### config.mk
export PLATFORM = sky130hd
export DESIGN_NAME = mtdx_front
export DESIGN_NICKNAME = d
export VERILOG_FILES = /design/src/design/mtdx_pkg.sv /design/src/design/mtdx_front.sv
export SDC_FILE = /design/constraint.sdc
export NUM_CORES = 1
export LEC_CHECK = 0
export ABC_AREA = 1
export BUFFER_PORTS_ARGS = -buffer_cell sky130_fd_sc_hd__buf_2
export CORE_ASPECT_RATIO = 2
export CORE_MARGIN = 8
export CORE_UTILIZATION = 44
export CTS_BUF_LIST = sky130_fd_sc_hd__clkbuf_8
export DETAILED_ROUTE_END_ITERATION = 16
export HOLD_SLACK_MARGIN = 0.06
export PLACE_DENSITY = 0.79
export SETUP_SLACK_MARGIN = 0.02
export SLEW_MARGIN = 0
export SYNTH_ARGS = -nofsm -noshare
export SYNTH_HDL_FRONTEND = slang
export SYNTH_SLANG_ARGS = --single-unit
### constraint.sdc
create_clock -name clk -period 2.8 [get_ports clk]
set_input_delay 0.14 -clock clk [delete_from_list [all_inputs] [get_ports clk]]
set_output_delay 0.14 -clock clk [all_outputs]
set_load 0.02 [all_outputs]
### src/design/mtdx_pkg.sv
// Package for the multitap delay crossfade block: opcodes, constants and the
// command record passed from the front end to the back end. No dependencies.
`timescale 1ns / 1ps
package mtdx_pkg;

    localparam logic [1:0] OP_SAMPLE  = 2'd0;
    localparam logic [1:0] OP_SET     = 2'd1;
    localparam logic [1:0] OP_DISABLE = 2'd2;
    localparam logic [1:0] OP_UNUSED  = 2'd3;

    localparam logic [1:0] CFG_FREEZE = 2'd0;
    localparam logic [1:0] CFG_LENGTH = 2'd1;
    localparam logic [1:0] CFG_DECAY  = 2'd2;
    localparam logic [1:0] CFG_GROW   = 2'd3;

    localparam logic [25:0] GAIN_ONE      = 26'd16777216;
    localparam logic [25:0] GAIN_START_IN = 26'd167772;
    localparam logic [25:0] GAIN_MAX      = 26'h3FFFFFF;
    localparam logic [15:0] FADE_LEN_RST  = 16'd4410;

    typedef struct packed {
        logic [1:0]  op;
        logic        valid_tap;
        logic signed [15:0] smp;
        logic [3:0]  sel;
        logic [15:0] dly;
    } cmd_t;

    typedef struct packed {
        logic [3:0]  tap;
        logic signed [15:0] smp;
        logic [15:0] dn;
        logic        rep;
        logic        last;
    } res_t;

endpackage

### src/design/mtdx_front.sv
// Front end: accepts input items, saturates the delay, drops unused opcodes
// and queues command records. Depends on mtdx_pkg.
`timescale 1ns / 1ps
module mtdx_front #(
    parameter int RING_DEPTH = 65536,
    parameter int TAPS = 10
) (
    input  logic               clk,
    input  logic               rst_n,
    input  logic               push,
    output logic               full,
    input  logic [1:0]         opcode,
    input  logic signed [15:0] sample_in,
    input  logic [3:0]         tap_sel,
    input  logic [15:0]        delay_req,
    output mtdx_pkg::cmd_t     cmd,
    output logic               cmd_valid,
    input  logic               cmd_take
);
    import mtdx_pkg::*;

    cmd_t q_reg [2];
    logic [1:0] cnt_reg, cnt_next;
    logic       wp_reg, rp_reg;
    cmd_t       c;
    logic       acc, keep;

    assign full = (cnt_reg == 2'd2);
    assign acc = push && !full;
    assign keep = acc && (opcode != OP_UNUSED);
    assign cmd_valid = (cnt_reg != 2'd0);
    assign cmd = q_reg[rp_reg];

    always_comb
    begin
        c.op = opcode;
        c.valid_tap = (32'(tap_sel) < TAPS);
        c.smp = sample_in;
        c.sel = tap_sel;
        c.dly = (32'(delay_req) > RING_DEPTH - 2) ? 16'(RING_DEPTH - 2) : delay_req;
        cnt_next = cnt_reg + {1'b0, keep} - {1'b0, cmd_take && cmd_valid};
    end

    always_ff @(posedge clk or negedge rst_n)
    begin
        if (!rst_n)
        begin
            cnt_reg <= 2'd0;
            wp_reg <= 1'b0;
            rp_reg <= 1'b0;
        end
        else
        begin
            cnt_reg <= cnt_next;
            if (keep)
            begin
                wp_reg <= ~wp_reg;
            end
            if (cmd_take && cmd_valid)
            begin
                rp_reg <= ~rp_reg;
            end
        end
    end

    always_ff @(posedge clk)
    begin
        if (keep)
        begin
            q_reg[wp_reg] <= c;
        end
    end

endmodule

==> impl_metrics.ini <==
[global_route]
antenna_found_initial = 0
grt_pass1_wl_um = 11100
grt_max_degree = 41
first_global_vias = 2290
grt_overflow = 0
grt_use_total_pct = 13.5

[synthesis]
ys_ff_latch = 82
yosysWarnings = 0
synth_cell_types = 17
synth_area_um2 = 3180
synth_fp_nets = 305
synthCells = 261
synth_seq_area_share_pct = 76.9
synth_area_per_cell_um2 = 12.2

[clock_network]
cts_root_buf = clkbuf_8
clkTransAtPathRegs_ps = 70
htreeDepth = 3
numClockSinks = 82
cts_tree = done
clock_latency_ps = 330
numCtsBuffers = 9
cts_buffer_depth = 2
cts_setup_buffers = 0

[drt]
wl_um = 6650
vias_per_cell = 4.58
vias = 2163
drt_iter0_drc = 155
dr.pass1.iters = 4
wl_per_cell_um = 14.1
drcViolationCount = 0
antenna_left = 0

[worst_setup_path]
cpMaxStageDelayCell = dlygate4sd3_1
cpPeakStageDelay_ps = 530
worstPathMaxFanout = 20
critPathCaptureType = flop
crit_type = primary input to flop
critPathBufInv = 3
path_delay_family = buffers and inverters
cp-start-kind = primary input
worst_ep_required_time_ps = 2840
crit_chain = dlygate4sd3_1 > buf_2 > nand2_1 > nand3_1 > nor2_4 > buf_4
arrival_ps = 1880

[floorplanning]
die_x_um = 76.1
die_h_um = 136
io_pins = 83
core_um2 = 7100
rows = 44
initial_core_util_pct = 44.7
die-area_um2 = 10400

[finish]
nets = 419
final_cell_mix = nand2_1 (129), buf_2 (82), edfxtp_1 (78)
ff_latch_area_um2 = 2440
drive_above_1_share_pct = 27.9
fin_cells = 472
largest_register_ffs = 78
fillers = 531
multi_input_area_um2 = 613
insertedDiodeCount = 0
layout_commonest_cell = nand2_1
area_growth_syn_to_layout_pct = 33.8

[power]
p_int_mw = 2.56
power.leakage_nw = 1.86
switching_share_pct = 36.9
p_clk_share_pct = 21.3
power.density_nw_per_um2 = 957
ir_worst_vdd_v = 0.000799
pwr-share-seq_pct = 41.1
power_frac_comb_pct = 37.5
power.switching_mw = 1.50

[timing]
drv_slew = 0
hold_slack_ps = 150
fin_crit_sh_pct = 65.9
final_hold_viol_count = 0
worstMarginPinSlew_ps = 698
finClkSkew_ps = 3.11
setup_tns_ps = 0
rsz0062_at_grt = false
max_freq_mhz = 542
slew_headroom_pct = 53.4
min_period_ps = 1840
setup_violations = 0

[placement]
portBuffers = 82
placed_cells = 417
place_congestion = 0.714
hpwlAfterDp_um = 4260

[min_path]
hp-class = primary input to asynchronous set/reset pin

[status]
status = finished clean

[flow_run]
cap_viol_max_count = 0
[per-layer routing]
metal	part of all wire (%)	track usage (%)
met1	42	15.9
met2	48	21.3
met3	8.8	5.70
met4	1.4	5.39
met5	0	0
[cell type report]
class / instances / share of cell area (%)
clock buffer: 9 / 2.92
sequential: 82 / 57.5
tap: 92 / 2.71
inverter: 8 / 0.707
clock inverter: 7 / 2.00
multi-input combinational: 148 / 14.4
timing repair buffer: 126 / 19.7
[worst register-to-register path: stages, from the launching register on]
cell and delay [ps]:
dfrtp_1 410, nand2_1 110, nand3_1 200, nor2_4 510, buf_4 310
[worst paths after layout]
path | startpoint | endpoint | slack (ps) | cells past startpoint
setup reg to reg | cnt_reg[1] | q_reg[1][7] | 970 | 4
min in group clk | delay_req[0] | q_reg[0][0] | 220 | 3
max in group asynchronous | rst_n | wp_reg | 2530 | 2
hold / removal | rst_n | cnt_reg[0] | 150 | 2
hold reg to reg | wp_reg | wp_reg | 610 | 2
setup / recovery | opcode[1] | q_reg[1][7] | 960 | 6
[metrics by stage]
| step | setup WS, ps | area [um2] | power [mW] | utilization [%] |
|---|---|---|---|---|
| 6_report | 955 | 4250 | 4.06 | 59.8 |
| 5_1_grt | 812 | 4250 | 4.31 | 59.8 |
| 4_1_cts | 955 | 4250 | 4.10 | 59.8 |
| 3_5_place_dp | 971 | 3650 | 3.19 | 51.4 |
| 3_3_place_gp | 1030 | 3650 | 3.16 | 51.4 |
| 2_1_floorplan | 111 | 3180 | 2.69 | - |
[power groups by stage]
stage	logic, mW	registers (mW)	clock network [mW]
6_report	1.53	1.67	0.868
5_1_grt	1.69	1.69	0.934
4_1_cts	1.54	1.67	0.894
3_5_place_dp	1.49	1.70	0
3_3_place_gp	1.47	1.69	0
2_1_floorplan	0.999	1.70	0
[repair_timing]
| action | CTS | global route |
|---|---|---|
| endpoints found under the hold margin | 79 | 0 |
| endpoints found under the setup margin | 0 | 0 |
| gates resized for setup | 0 | 0 |
| hold buffers | 39 | 0 |
[cell usage after synthesis]
cell	instances	area share [%]
nand2_1	129	15
edfxtp_1	78	74
clkbuf_1	15	1.8
nor2_1	10	1.2
inv_1	7	0.83
buf_2	6	0.95
dfrtp_1	4	3.2
ha_1	2	0.79
xnor2_1	2	0.55
buf_4	1	0.24
buf_6	1	0.35
inv_2	1	0.12
nand2_2	1	0.20
nand3_1	1	0.16
o21ai_0	1	0.16
or2_4	1	0.28
xor2_1	1	0.28
[cells by family after synthesis]
family	Yosys count	synth area share (%)
AOI/OAI and AO/OA	1	0.157
xor gates and xnor gates	3	0.828
adders and majority gates	2	0.788
buffers and inverters	31	4.26
DFF	82	76.9
and+or+nand+nor	142	17.1
(Power assumes the default switching activity.)
